`src/tkn_pkg.sv`:
```
// Shared types, constants and helper functions for the command line tokenizer.
// No dependencies; every other file imports this package.
package tkn_pkg;

  localparam int KW_CHARS      = 10;
  localparam int POS_BITS      = 16;
  localparam int FIELD_BITS    = 16;
  localparam int KW_COUNT      = 14;
  localparam int KW_TEXT_CHARS = 10;
  localparam int KW_LEN_BITS   = $clog2(KW_TEXT_CHARS + 1);
  localparam int WIDX_BITS     = $clog2(KW_CHARS);

  localparam logic [POS_BITS-1:0] POS_MAX = {POS_BITS{1'b1}};

  typedef logic [4:0] kind_t;

  localparam kind_t KIND_END        = 5'd0;
  localparam kind_t KIND_NUMBER     = 5'd1;
  localparam kind_t KIND_IDENT      = 5'd2;
  localparam kind_t KIND_FIRST_KW   = 5'd3;
  localparam kind_t KIND_DASH       = 5'd17;
  localparam kind_t KIND_DOT        = 5'd18;
  localparam kind_t KIND_COLON      = 5'd19;
  localparam kind_t KIND_SEMI       = 5'd20;
  localparam kind_t KIND_EQUAL      = 5'd21;
  localparam kind_t KIND_SLASH      = 5'd22;
  localparam kind_t KIND_UNKNOWN    = 5'd23;

  typedef logic [KW_CHARS-1:0][7:0]    word_buf_t;
  typedef logic [KW_TEXT_CHARS*8-1:0]  kw_text_t;

  // Text is right aligned: first character in the highest used byte.
  localparam kw_text_t KW_TEXT [KW_COUNT] = '{
    "help", "save", "read", "add", "undo", "redo", "ls", "con", "cd", "cur",
    "disconnect", "set", "hist", "state"
  };

  localparam logic [KW_LEN_BITS-1:0] KW_LEN [KW_COUNT] = '{
    KW_LEN_BITS'(4), KW_LEN_BITS'(4), KW_LEN_BITS'(4), KW_LEN_BITS'(3),
    KW_LEN_BITS'(4), KW_LEN_BITS'(4), KW_LEN_BITS'(2), KW_LEN_BITS'(3),
    KW_LEN_BITS'(2), KW_LEN_BITS'(3), KW_LEN_BITS'(10), KW_LEN_BITS'(3),
    KW_LEN_BITS'(4), KW_LEN_BITS'(5)
  };

  typedef struct packed {
    kind_t                 kind;
    logic [FIELD_BITS-1:0] line;
    logic [FIELD_BITS-1:0] column;
    logic [FIELD_BITS-1:0] offset;
    logic [FIELD_BITS-1:0] length;
    logic                  last;
  } token_t;

  function automatic logic [POS_BITS-1:0] sat_inc(input logic [POS_BITS-1:0] v);
    return (v == POS_MAX) ? v : v + 1'b1;
  endfunction

  function automatic logic [FIELD_BITS-1:0] to_field(input logic [POS_BITS-1:0] v);
    return FIELD_BITS'(v);
  endfunction

  function automatic kind_t kw_kind(input word_buf_t chars, input logic [POS_BITS-1:0] len);
    kind_t  k;
    logic   hit;
    k = KIND_IDENT;
    for (int w = KW_COUNT - 1; w >= 0; w--) begin
      hit = (len == POS_BITS'(KW_LEN[w]));
      for (int i = 0; i < KW_TEXT_CHARS; i++) begin
        if (i < int'(KW_LEN[w])) begin
          hit = hit && (chars[i] == KW_TEXT[w][(int'(KW_LEN[w]) - 1 - i) * 8 +: 8]);
        end
      end
      if (hit) begin
        k = KIND_FIRST_KW + kind_t'(w);
      end
    end
    return k;
  endfunction

endpackage

```
`src/tkn_scan.sv`:
```
// Scanner state and per-byte token decode: up to two tokens per transfer.
// Depends on tkn_pkg.
module tkn_scan (
  input  logic               clk,
  input  logic               rst,
  input  logic               fire,
  input  logic [7:0]         in_byte,
  output logic [1:0]         push_count,
  output tkn_pkg::token_t    rec0,
  output tkn_pkg::token_t    rec1
);
  import tkn_pkg::*;

  typedef enum logic [1:0] {MODE_IDLE, MODE_NUMBER, MODE_WORD} mode_t;

  mode_t               mode;
  word_buf_t           word_chars;
  logic [POS_BITS-1:0] pending_length;
  logic [POS_BITS-1:0] current_line;
  logic [POS_BITS-1:0] current_column;
  logic [POS_BITS-1:0] byte_offset;
  logic [POS_BITS-1:0] pending_start_line;
  logic [POS_BITS-1:0] pending_start_column;
  logic [POS_BITS-1:0] pending_start_offset;

  logic   is_digit, is_alpha, is_space, is_word;
  logic   cont, flush, has_sec;
  token_t flush_rec, sec_rec;
  kind_t  punct_kind;

  always_comb begin
    is_digit = in_byte inside {[8'h30:8'h39]};
    is_alpha = in_byte inside {[8'h41:8'h5a], [8'h61:8'h7a]};
    is_space = in_byte inside {8'h20, [8'h09:8'h0d]};
    is_word  = is_alpha || is_digit || (in_byte == 8'h5f);
    cont     = ((mode == MODE_NUMBER) && is_digit) || ((mode == MODE_WORD) && is_word);
    flush    = !cont && (mode != MODE_IDLE);

    case (in_byte)
      8'h2d:   punct_kind = KIND_DASH;
      8'h2e:   punct_kind = KIND_DOT;
      8'h3a:   punct_kind = KIND_COLON;
      8'h3b:   punct_kind = KIND_SEMI;
      8'h3d:   punct_kind = KIND_EQUAL;
      8'h2f:   punct_kind = KIND_SLASH;
      default: punct_kind = KIND_UNKNOWN;
    endcase

    flush_rec.kind   = (mode == MODE_NUMBER) ? KIND_NUMBER
                     : ((pending_length > POS_BITS'(KW_CHARS)) ? KIND_IDENT
                        : kw_kind(word_chars, pending_length));
    flush_rec.line   = to_field(pending_start_line);
    flush_rec.column = to_field(pending_start_column);
    flush_rec.offset = to_field(pending_start_offset);
    flush_rec.length = to_field(pending_length);
    flush_rec.last   = 1'b0;

    has_sec = !cont && !is_space && !is_digit && !(is_alpha || in_byte == 8'h5f);
    sec_rec.kind   = (in_byte == 8'h00) ? KIND_END : punct_kind;
    sec_rec.line   = to_field(current_line);
    sec_rec.column = to_field(current_column);
    sec_rec.offset = to_field(byte_offset);
    sec_rec.length = (in_byte == 8'h00) ? '0 : FIELD_BITS'(1);
    sec_rec.last   = 1'b1;

    rec1 = sec_rec;
    if (flush) begin
      rec0      = flush_rec;
      rec0.last = !has_sec;
    end else begin
      rec0 = sec_rec;
    end
    push_count = fire ? (2'(flush) + 2'(has_sec)) : 2'd0;
  end

  always_ff @(posedge clk) begin
    if (rst) begin
      mode                 <= MODE_IDLE;
      pending_length       <= '0;
      current_line         <= POS_BITS'(1);
      current_column       <= POS_BITS'(1);
      byte_offset          <= '0;
      pending_start_line   <= POS_BITS'(1);
      pending_start_column <= POS_BITS'(1);
      pending_start_offset <= '0;
    end else if (fire) begin
      if (in_byte == 8'h00) begin
        mode                 <= MODE_IDLE;
        pending_length       <= '0;
        current_line         <= POS_BITS'(1);
        current_column       <= POS_BITS'(1);
        byte_offset          <= '0;
        pending_start_line   <= POS_BITS'(1);
        pending_start_column <= POS_BITS'(1);
        pending_start_offset <= '0;
      end else begin
        byte_offset <= sat_inc(byte_offset);
        if (in_byte == 8'h0a) begin
          current_line   <= sat_inc(current_line);
          current_column <= POS_BITS'(1);
        end else begin
          current_column <= sat_inc(current_column);
        end
        if (cont) begin
          pending_length <= sat_inc(pending_length);
        end else if (is_digit || is_alpha || in_byte == 8'h5f) begin
          mode                 <= is_digit ? MODE_NUMBER : MODE_WORD;
          pending_length       <= POS_BITS'(1);
          pending_start_line   <= current_line;
          pending_start_column <= current_column;
          pending_start_offset <= byte_offset;
        end else begin
          mode           <= MODE_IDLE;
          pending_length <= '0;
        end
      end
    end
  end

  // Word buffer: only the first KW_CHARS characters are kept.
  always_ff @(posedge clk) begin
    if (fire && in_byte != 8'h00) begin
      if (cont && mode == MODE_WORD) begin
        if (pending_length < POS_BITS'(KW_CHARS)) begin
          word_chars[pending_length[WIDX_BITS-1:0]] <= in_byte;
        end
      end else if (!cont && (is_alpha || in_byte == 8'h5f)) begin
        word_chars[0] <= in_byte;
      end
    end
  end

endmodule

```
`src/tkn_queue.sv`:
```
// Four-entry token queue: takes up to two tokens per cycle, releases one.
// Depends on tkn_pkg.
module tkn_queue (
  input  logic            clk,
  input  logic            rst,
  input  logic [1:0]      push_count,
  input  tkn_pkg::token_t rec0,
  input  tkn_pkg::token_t rec1,
  input  logic            pop,
  output logic            has_room,
  output logic            not_empty,
  output tkn_pkg::token_t head
);
  import tkn_pkg::*;

  localparam int DEPTH    = 4;
  localparam int PTR_BITS = $clog2(DEPTH);
  localparam int CNT_BITS = $clog2(DEPTH + 1);

  token_t              mem [DEPTH];
  logic [PTR_BITS-1:0] wr_ptr;
  logic [PTR_BITS-1:0] rd_ptr;
  logic [CNT_BITS-1:0] count;

  assign has_room  = count <= CNT_BITS'(DEPTH - 2);
  assign not_empty = count != '0;
  assign head      = mem[rd_ptr];

  always_ff @(posedge clk) begin
    if (rst) begin
      wr_ptr <= '0;
      rd_ptr <= '0;
      count  <= '0;
    end else begin
      wr_ptr <= wr_ptr + PTR_BITS'(push_count);
      rd_ptr <= rd_ptr + PTR_BITS'(pop);
      count  <= count + CNT_BITS'(push_count) - CNT_BITS'(pop);
    end
  end

  always_ff @(posedge clk) begin
    if (push_count != 2'd0) begin
      mem[wr_ptr] <= rec0;
    end
    if (push_count == 2'd2) begin
      mem[wr_ptr + PTR_BITS'(1)] <= rec1;
    end
  end

endmodule

```
`src/command_line_tokenizer.sv`:
```
// Command line tokenizer top level: byte in, tokens out through a small queue.
// Each token is registered into the token queue and is offered once it reaches the queue head.
// Throughput: one byte per cycle; byte_ready drops while the token queue holds
// more than two entries, since one byte can produce two tokens.
// Reset (rst, synchronous): position 1:1, offset 0, no pending token, queue empty.
// Depends on tkn_pkg, tkn_scan and tkn_queue.
module command_line_tokenizer (
  input  logic        clk,
  input  logic        rst,
  input  logic        byte_valid,
  output logic        byte_ready,
  input  logic [7:0]  in_byte,
  output logic        token_valid,
  input  logic        token_ready,
  output logic [4:0]  token_kind,
  output logic [15:0] start_line,
  output logic [15:0] start_column,
  output logic [15:0] start_offset,
  output logic [15:0] token_length,
  output logic        last_of_run
);
  import tkn_pkg::*;

  logic       fire;
  logic [1:0] push_count;
  token_t     rec0, rec1, head;

  assign fire = byte_valid && byte_ready;

  tkn_scan u_scan (
    .clk        (clk),
    .rst        (rst),
    .fire       (fire),
    .in_byte    (in_byte),
    .push_count (push_count),
    .rec0       (rec0),
    .rec1       (rec1)
  );

  tkn_queue u_queue (
    .clk        (clk),
    .rst        (rst),
    .push_count (push_count),
    .rec0       (rec0),
    .rec1       (rec1),
    .pop        (token_valid && token_ready),
    .has_room   (byte_ready),
    .not_empty  (token_valid),
    .head       (head)
  );

  assign token_kind   = head.kind;
  assign start_line   = head.line;
  assign start_column = head.column;
  assign start_offset = head.offset;
  assign token_length = head.length;
  assign last_of_run  = head.last;

endmodule

```
`config.mk`:
```
export PLATFORM = sky130hd
export DESIGN_NAME = command_line_tokenizer
export DESIGN_NICKNAME = d
export VERILOG_FILES = /design/src/tkn_pkg.sv /design/src/tkn_scan.sv /design/src/tkn_queue.sv /design/src/command_line_tokenizer.sv
export SDC_FILE = /design/constraint.sdc
export NUM_CORES = 1
export LEC_CHECK = 0
export BUFFER_PORTS_ARGS = -buffer_cell sky130_fd_sc_hd__buf_2
export CAP_MARGIN = 20
export CORE_AREA = 8 8 200 202
export DETAILED_ROUTE_END_ITERATION = 12
export DIE_AREA = 0 0 208 210
export HOLD_SLACK_MARGIN = 0.06
export PLACE_DENSITY = 0.84
export SYNTH_ARGS = -nofsm -noshare
export SYNTH_HDL_FRONTEND = slang
export SYNTH_SLANG_ARGS = --single-unit
```
`constraint.sdc`:
```
create_clock -name clk -period 12.2 [get_ports clk]
set_input_delay 2.44 -clock clk [delete_from_list [all_inputs] [get_ports clk]]
set_output_delay 2.44 -clock clk [all_outputs]
set_load 0.01 [all_outputs]
```
==> results.sh, run 1 <==
export IMPL_status="finished, final reports clean"
export IMPL_worst_ep_required_time_ns=12.63
export IMPL_cts_hold_buf=0
export IMPL_syn_avg_cell_area_um2=12.5
export IMPL_synth_top_flop_cell="edfxtp_1"
export IMPL_synth_top_family_by_area="compound AO/OA/AOI/OAI gates"
export IMPL_synthArstFlopShare_pct=0
export IMPL_arrival_ns=7.15
export IMPL_synth_area_mux_share_pct=7.32
export IMPL_reg2reg_depth=11
export IMPL_rsz0062_at_grt="no"
export IMPL_clock_path_buffers=3
export IMPL_stdcell_count=2239
export IMPL_yosysUniqueCellTypes=75
export IMPL_core_mm2=0.0370
export IMPL_ant_nets=0
export IMPL_peakVddDrop_v=0.000144
export IMPL_cp_max_fo=30
export IMPL_vias=15422
export IMPL_grt_usage_pct=24.7
export IMPL_viasPerCell=6.89
export IMPL_slew_limit_headroom_pct=26.8
export IMPL_fmax_mhz=149
export IMPL_synth_seq_area_share_pct=57.9
export IMPL_clock_latency_ns=0.59
export IMPL_clock_sinks=481
export IMPL_avgRoutedWirePerCell_um=24.7
export IMPL_synth_compound_area_share_pct=16.2
export IMPL_syn_nets=1758
export IMPL_critPathCaptureType="register"
export IMPL_ys_warn_count=0
export IMPL_critPathMaxStageDelay_ns=0.58
export IMPL_root_buffer="clkbuf_16"
export IMPL_dp_hpwl_um=33100
export IMPL_first_pass_iters=6
export IMPL_die_w_um=208
export IMPL_yosys_area_top_type="edfxtp_1"
export IMPL_power_density_mw_per_mm2=168
export IMPL_seqCellArea_mm2=0.0126
export IMPL_numPortBuffers=83
export IMPL_synth_common_cells="edfxtp_1, dfxtp_1, a22o_1"
export IMPL_post_place_cells=2150
export IMPL_synth_edf_count=292
export IMPL_antenna_found_initial=1
export IMPL_fillers=2638
export IMPL_rows=71
export IMPL_die_y_um=210
export IMPL_first_iter_violations=1680
export IMPL_cp_slowest_cell="a22oi_2"
export IMPL_grt_start_max_net_pins=71
export IMPL_drive_gt1_share_pct=15.9
export IMPL_post_cts_resized=0
export IMPL_cts_tree="yes"
export IMPL_ys_ff_latch=481
export IMPL_cts_setup_buffers=0
export IMPL_drv_cap=0
export IMPL_htreeDepth=2
export IMPL_gr_total_overflow=0
export IMPL_ios=84
export IMPL_synth_adder_area_share_pct=0.842
export IMPL_fin_crit_ns=6.71
export IMPL_drv_slew=0
export IMPL_area_delta_synth_final_pct=10.2
export IMPL_tightest_slew_ns=1.09
export IMPL_yosys_area_top_type_share_pct=40.4
export IMPL_yosysMostFrequentCell="edfxtp_1"
export IMPL_start_kind="primary input"
export IMPL_grt_first_pass_wirelength_um=86400
export IMPL_drc=0
export IMPL_finClkSkew_ns=0.0361
export IMPL_setup_viol=0
export IMPL_cp_cell_sequence="buf_2 > nor3b_2 > nand3_1 > o21a_1 > a22oi_2 > inv_2 > ha_1 > o21ai_1 > or3_1 > o21ai_4 > buf_4 > inv_1 > o22ai_1"
export IMPL_fin_crit_sh_pct=55.0
export IMPL_grt_pass1_vias=15367
export IMPL_path_clk_slew_ns=0.07
export IMPL_die_area_mm2=0.0437
export IMPL_yosys_top_cells_area="edfxtp_1, dfxtp_1, a22o_1"
export IMPL_diodes=0
export IMPL_cts_made_buffers=48
export IMPL_synth_xor_area_share_pct=1.94
export IMPL_synthCells=1732
export IMPL_fin_nets=1756
export IMPL_gp_congestion=0.930
export IMPL_syn_area_mm2=0.0217
export IMPL_whs_path_depth=1
export IMPL_wl_um=55300
export IMPL_leakagePower_nw=8.07
export IMPL_yosys_area_share_simple_pct=12.3
export IMPL_tns_ns=0
export IMPL_crit_type="primary input to register"
export IMPL_finalHoldViolCount=0
export IMPL_multiInputGateArea_mm2=0.00845
export IMPL_hold_class="register to register"
export IMPL_floorplan_initialDensity_pct=58.7
-- kinds of logic (layout without fill, tap and decap cells) --
group,Yosys count,after routing
AND/OR/NAND/NOR,495,495
flip-flops,481,481
AO/OA/AOI/OAI,434,434
buffers and inverters,189,222
multiplexers,71,71
XOR/XNOR,48,48
adder cells (fa/ha/maj),14,14
-- state kept, by name, indices dropped and copies added (netlist names), 3 cells and up --
signal and cells:
u_queue.mem 280, u_scan.byte_offset 16, u_scan.pending_start_offset 16, u_scan.word_chars 80, u_scan.pending_length 16, u_scan.pending_start_column 16, u_queue.count 3, u_scan.current_column 16
u_scan.pending_start_line 16, u_scan.current_line 16
-- path summary, 6_finish.rpt --
check | start | slack [ns] | end
max | in_byte[5] | 5.49 | u_queue.mem[0][69]
min | u_queue.mem[3][5] | 0.46 | u_queue.mem[3][5]
max reg2reg | u_scan.mode[1] | 7.90 | u_queue.mem[0][69]
min reg2reg | u_queue.mem[3][5] | 0.46 | u_queue.mem[3][5]
-- through the flow --
| stage | util [%] | hold slack (ns) | total power [W] | area, um^2 | setup WS [ns] |
|---|---|---|---|---|---|
| CTS | 64.6 | 0.463 | 0.00404 | 23900 | 5.06 |
| detailed placement | 60.3 | 0.447 | 0.00259 | 22300 | 4.42 |
| finish | 64.7 | 0.464 | 0.00402 | 23900 | 5.49 |
| global placement | 60.3 | 0.437 | 0.00257 | 22300 | 4.73 |
| floorplan | - | 0.426 | 0.00234 | 21700 | 5.71 |
| global route | 64.7 | 0.472 | 0.00416 | 23900 | 5.16 |
-- worst max-delay path: cells and delay by family --
family                     cells  cell delay [ns]
buffers and inverters          4             1.15
AOI/OAI and AO/OA              5             1.83
and+or+nand+nor                3             1.22
adders and majority gates      1             0.44
-- placed cells by master, fill, tap and decap left out, drive strengths merged, types with 13 or more instances in the layout --
cell type / netlist / layout
nor2: 150 / 150
nor4: 23 / 23
clkbuf: 113 / 71
nor3: 20 / 20
and3: 25 / 25
inv: 27 / 28
nand3: 35 / 35
xnor2: 16 / 16
dfxtp: 189 / 189
nor4bb: 15 / 15
o21ai: 53 / 53
a22o: 186 / 186
nand2: 76 / 76
nor2b: 19 / 19
ha: 13 / 13
a21oi: 26 / 26
mux4: 70 / 70
buf: 49 / 109
xor2: 32 / 32
nand4: 39 / 39
a22oi: 51 / 51
a32o: 60 / 60
nand2b: 15 / 15
edfxtp: 292 / 292
-- power by group --
group          internal (W)  switching [W]  leakage [nW]
Combinational      0.000275       0.000391          3.07
Clock              0.000853       0.000609         0.761
Sequential          0.00181      0.0000836          4.24
Total               0.00294        0.00108          8.07
-- layout make-up --
type,instances,area share (%)
clock buffer,70,5.81
tap,474,2.48
clock inverter,15,0.717
inverter,27,0.424
sequential,481,52.6
timing repair buffer,110,2.65
multi-input combinational,1062,35.4
-- per-layer routing --
metal	wire length [um]	global-route usage (%)
met3	4450	4.17
met2	27400	41.5
met1	22000	32.2
met4	1460	9.54
met5	13	0
Note: power is estimated with default switching activity, not from simulation.
==> inputs of run 2 (changes only) <==
- CORE_AREA: 8 8 200 202 -> 8 8 206 208
- DIE_AREA: 0 0 208 210 -> 0 0 214 216
- PLACE_DENSITY: 0.84 -> 0.83
- clock period: 12.2 -> 5.8 ns (I/O delays scaled with it)
==> run 2 against run 1 <==
Sequential power increased by 110%. Utilization is 2.6 points lower. Cell count rose by 3.3%. Sequential cell count did not move. Die area increased by 5.8%. First-iteration DRC count grew 29%. Sequential share of layout area fell by 0.92 points. Wire length up 3.5%. Non-clock buffer count rose by 16. Critical path type unchanged. Largest power group unchanged.
==> results.sh, run 2 (synthesized netlist as in run 1, its figures left out) <==
export IMPL_status="finished, final reports clean"
export IMPL_ios=84
export IMPL_clock_latency_ns=0.61
export IMPL_post_cts_resized=0
export IMPL_fillers=2873
export IMPL_critPathCaptureType="register"
export IMPL_cts_setup_buffers=0
export IMPL_antenna_found_initial=2
export IMPL_drv_slew=0
export IMPL_viasPerCell=6.81
export IMPL_root_buffer="clkbuf_16"
export IMPL_clock_path_buffers=3
export IMPL_wl_um=57200
export IMPL_die_w_um=214
export IMPL_fmax_mhz=203
export IMPL_start_kind="primary input"
export IMPL_gr_total_overflow=0
export IMPL_cp_max_fo=25
export IMPL_crit_type="primary input to register"
export IMPL_crit_top_cell="o21ai_1"
export IMPL_numPortBuffers=83
export IMPL_slew_limit_headroom_pct=25.7
export IMPL_cts_made_buffers=48
export IMPL_peakVddDrop_v=0.000255
export IMPL_hold_class="register to register"
export IMPL_setup_viol=0
export IMPL_cp_top_family="compound AO/OA/AOI/OAI gates"
export IMPL_leakagePower_nw=8.23
export IMPL_fin_crit_ns=4.92
export IMPL_final_cell_mix="edfxtp_1, dfxtp_1, a22o_1"
export IMPL_cp_slowest_cell="o21ai_4"
export IMPL_avgRoutedWirePerCell_um=24.7
export IMPL_cp_buffers_inverters=2
export IMPL_area_delta_synth_final_pct=12.1
export IMPL_tns_ns=0
export IMPL_top_register="u_queue.mem"
export IMPL_fin_crit_sh_pct=84.9
export IMPL_first_iter_violations=2164
export IMPL_largest_reg_flops=280
export IMPL_gp_congestion=0.947
export IMPL_dp_hpwl_um=35600
export IMPL_power_total_w=0.00868
export IMPL_layout_commonest_cell="edfxtp_1"
export IMPL_grt_first_pass_wirelength_um=89100
export IMPL_die_area_mm2=0.0462
export IMPL_cts_hold_buf=0
export IMPL_arrival_ns=5.39
export IMPL_finClkSkew_ns=0.0232
export IMPL_first_pass_iters=6
export IMPL_drive_gt1_share_pct=17.2
export IMPL_drv_cap=0
export IMPL_finalHoldViolCount=0
export IMPL_cts_tree="yes"
export IMPL_tightest_slew_ns=1.11
export IMPL_grt_start_max_net_pins=71
export IMPL_ant_nets=0
export IMPL_cp_cell_sequence="buf_2 > nand2_1 > nor3_1 > o21ai_1 > a311oi_1 > ha_1 > o21ai_1 > or2_2 > o21ai_4 > buf_4 > a22o_1"
export IMPL_rsz0062_at_grt="no"
export IMPL_grt_pass1_vias=15772
export IMPL_core_mm2=0.0392
export IMPL_whs_ns=0.462
export IMPL_drc=0
export IMPL_grt_usage_pct=24.0
export IMPL_reg2reg_depth=10
export IMPL_htreeDepth=2
export IMPL_die_y_um=216
export IMPL_clock_sinks=481
export IMPL_cp_num_cells=11
export IMPL_rows=73
export IMPL_worst_ep_required_time_ns=6.27
export IMPL_vias=15756
export IMPL_floorplan_initialDensity_pct=55.3
export IMPL_fin_nets=1772
export IMPL_power_density_mw_per_mm2=357
export IMPL_path_clk_slew_ns=0.06
export IMPL_critPathMaxStageDelay_ns=0.79
export IMPL_top_regs="u_queue.mem (280), u_scan.word_chars (80)"
export IMPL_whs_path_depth=1
-- run 2: power breakdown --
part	total, W	switching [W]	internal (W)
Combinational	0.00148	0.000874	0.000609
Sequential	0.00397	0.000165	0.00380
Clock	0.00323	0.00137	0.00187
Total	0.00868	0.00241	0.00628
-- run 2: final timing paths --
path | from | end | slack (ns)
setup reg to reg | u_scan.mode[1] | u_queue.mem[1][52] | 2.19
setup / recovery | in_byte[4] | u_queue.mem[1][52] | 0.88
hold reg to reg | u_queue.mem[1][2] | u_queue.mem[1][2] | 0.46
hold / removal | u_queue.mem[1][2] | u_queue.mem[1][2] | 0.46
-- run 2: area by class of cell --
type,count,area [um^2],share of cell area [%]
Timing Repair Buffer,126,876,3.60
Tap cell,525,657,2.70
Multi-Input combinational cell,1062,8460,34.8
Clock inverter,28,342,1.40
Antenna cell,1,2.50,0.0103
Sequential cell,481,12600,51.6
Clock buffer,62,1330,5.45
Inverter,27,101,0.417
-- run 2: metal layers --
metal	track usage, %	wire [um]
met1	30.0	21700
met2	41.2	28700
met3	4.20	5020
met4	9.60	1750
met5	0	13
-- run 2: per-stage QoR --
stage                     setup WS (ns)  area [um^2]  util (%)  instances
final                             0.875        24300      62.1       2312
after global routing              0.654        24300      62.1       2311
after CTS                          1.05        24300      62.1       2311
after detailed placement          0.482        22700      57.8       2221
after global placement            0.614        22700      57.8       2221
after floorplan                   0.590        21700         -       1732
==> inputs of run 3 (changes only) <==
- clock period: 5.8 -> 3.98 ns (I/O delays scaled with it)
==> run 3 against run 2 <==
Setup slack got worse by 0.26 ns. Wire length decreased by 0.57%. Cell count increased by 1.5%. Non-clock buffer count increased by 34. Largest power group unchanged. First-iteration DRC count decreased by 30%. Final area increased by 2.2%. Sequential power increased by 45%. Register-to-register slack got worse by 1.3 ns. Die area unchanged. Clock power increased by 54%. Combinational power increased by 53%.
==> results.sh, run 3 (synthesized netlist as in run 1, its figures left out) <==
export IMPL_power_density_mw_per_mm2=523
export IMPL_reg2reg_setup_slack_ns=0.86
export IMPL_cts_tree="yes"
export IMPL_wl_um=56900
export IMPL_regToRegStartpoint="u_scan.pending_length[1]"
export IMPL_drive_gt1_share_pct=19.8
export IMPL_dp_hpwl_um=36200
export IMPL_post_place_cells=2255
export IMPL_grt_first_pass_wirelength_um=89300
export IMPL_start_kind="primary input"
export IMPL_drv_slew=0
export IMPL_crit_top_cell="buf_4"
export IMPL_cp_buffers_inverters=7
export IMPL_top_regs="u_queue.mem (280), u_scan.word_chars (80)"
export IMPL_vias=15691
export IMPL_path_clk_slew_ns=0.06
export IMPL_critPathCaptureType="register"
export IMPL_crit_type="primary input to register"
export IMPL_critPathMaxStageDelay_ns=0.44
export IMPL_gp_congestion=0.920
export IMPL_grt_start_max_net_pins=71
export IMPL_postLayoutCoreUtil_pct=63.4
export IMPL_diodes=0
export IMPL_rows=73
export IMPL_grt_usage_pct=24.0
export IMPL_arrival_ns=3.63
export IMPL_antenna_found_initial=1
export IMPL_area_delta_synth_final_pct=14.6
export IMPL_hold_class="register to register"
export IMPL_die_area_mm2=0.0462
export IMPL_leakagePower_nw=8.45
export IMPL_cts_made_buffers=49
export IMPL_status="finished, final reports clean"
export IMPL_ios=84
export IMPL_cp_max_fo=37
export IMPL_min_delay_start="u_queue.mem[3][68]"
export IMPL_avgRoutedWirePerCell_um=24.2
export IMPL_combPwrFrac_pct=17.4
export IMPL_root_buffer="clkbuf_16"
export IMPL_p_int_w=0.00951
export IMPL_p_switching_w=0.00348
export IMPL_cp_cell_sequence="buf_2 > buf_4 > o21ai_4 > nand3_2 > o21a_1 > a22oi_2 > inv_2 > ha_4 > buf_4 > o21ai_4 > buf_4 > nor2_4 > nor2_4 > clkinvlp_4 > buf_12"
export IMPL_cts_setup_buffers=0
export IMPL_die_y_um=216
export IMPL_whs_path_depth=2
export IMPL_post_cts_resized=0
export IMPL_setup_viol=0
export IMPL_peakVddDrop_v=0.000422
export IMPL_drv_cap=0
export IMPL_reg2reg_to="u_scan.pending_length[7]"
export IMPL_final_cell_mix="edfxtp_1, dfxtp_1, a22o_1"
export IMPL_clock_latency_ns=0.59
export IMPL_finClkSkew_ns=0.0211
export IMPL_htreeDepth=2
export IMPL_ant_nets=0
export IMPL_core_mm2=0.0392
export IMPL_gr_total_overflow=0
export IMPL_seqPwrFrac_pct=44.5
export IMPL_first_iter_violations=1519
export IMPL_die_w_um=214
export IMPL_crit_start="in_byte[2]"
export IMPL_sw_frac_of_total_pct=26.8
export IMPL_cp_slowest_cell="nor2_4"
export IMPL_clock_sinks=481
export IMPL_fmax_mhz=297
export IMPL_tightest_slew_ns=0.939
export IMPL_largest_reg_flops=280
export IMPL_cts_hold_buf=0
export IMPL_drc=0
export IMPL_first_pass_iters=6
export IMPL_clkPwrFrac_pct=38.2
export IMPL_rsz0062_at_grt="no"
export IMPL_floorplan_initialDensity_pct=55.3
export IMPL_viasPerCell=6.69
export IMPL_fillers=2870
export IMPL_layout_commonest_cell="edfxtp_1"
export IMPL_cp_top_family="buffers and inverters"
export IMPL_stdcell_count=2347
export IMPL_reg2reg_depth=9
export IMPL_slew_limit_headroom_pct=36.7
export IMPL_fin_crit_ns=3.37
export IMPL_fin_crit_sh_pct=84.6
export IMPL_finalHoldViolCount=0
export IMPL_hold_end="u_queue.mem[3][68]"
export IMPL_grt_pass1_vias=16056
export IMPL_worst_ep_required_time_ns=4.24
export IMPL_fin_nets=1807
export IMPL_numPortBuffers=83
export IMPL_clock_path_buffers=3
export IMPL_top_register="u_queue.mem"
==> run 3: cell count changes in the layout (fill, tap and decap cells not counted), sizes merged <==
cell	before	now
inv	30	28
diode	1	0
buf	126	160
clkinvlp	2	4
clkinv	18	11
bufinv	5	7
clkbuf	62	69
==> run 3: how the worst max path moves through the flow <==
stage | to | slack (ns) | depth (start not counted)
after global routing | u_queue.mem[1][43] | 0.45 | 15
after global placement | u_queue.mem[1][35] | 0.1 | 12
final | u_queue.mem[1][42] | 0.61 | 15
after CTS | u_queue.mem[1][41] | 0.66 | 15
after detailed placement | u_queue.mem[1][35] | 0.07 | 15
after floorplan | u_queue.mem[0][17] | -0.11 | 12
==> run 3: worst register-to-register path, stage by stage, from the launching register on <==
cell       delay, ns
dfxtp_1         0.63
ha_1            0.52
nand4_1         0.22
nor3_1          0.23
buf_4           0.19
a41o_1          0.30
o21ai_1         0.31
or2_2           0.43
nand2_1         0.08
a2bb2oi_1       0.14
==> run 3: power groups by stage <==
stage	combinational (W)	clock, W	sequential (W)
after floorplan	0.00150	0	0.00570
after global placement	0.00224	0	0.00586
after detailed placement	0.00228	0	0.00588
after CTS	0.00229	0.00499	0.00578
after global routing	0.00241	0.00518	0.00581
final	0.00226	0.00496	0.00577
==> run 3: area by class of cell <==
class	count	area, um^2	area share (%)
multi-input combinational	1062	8590	34.6
inverter	27	116	0.468
clock buffer	69	1460	5.86
sequential	481	12600	50.5
clock inverter	23	303	1.22
tap	525	657	2.64
timing repair buffer	160	1170	4.70
==> run 3: per-layer routing <==
layer  vias up  global-route usage (%)  wire length (um)
li1       6912                       -                 -
met1      7877                    29.3             21700
met2       780                    42.2             29300
met3       122                    3.76              4410
met4         0                    9.25              1440
met5         -                       0                 0
==> run 3: stage by stage <==
stage	instance area [um^2]	hold slack, ns	power [W]	TNS (ns)	worst slack, ns
floorplan	21900	0.426	0.00720	-15.80	-0.107
global placement	23100	0.439	0.00810	0	0.0986
detailed placement	23100	0.450	0.00816	0	0.0686
CTS	24800	0.458	0.0131	0	0.660
global route	24800	0.471	0.0134	0	0.445
finish	24800	0.458	0.0130	0	0.612
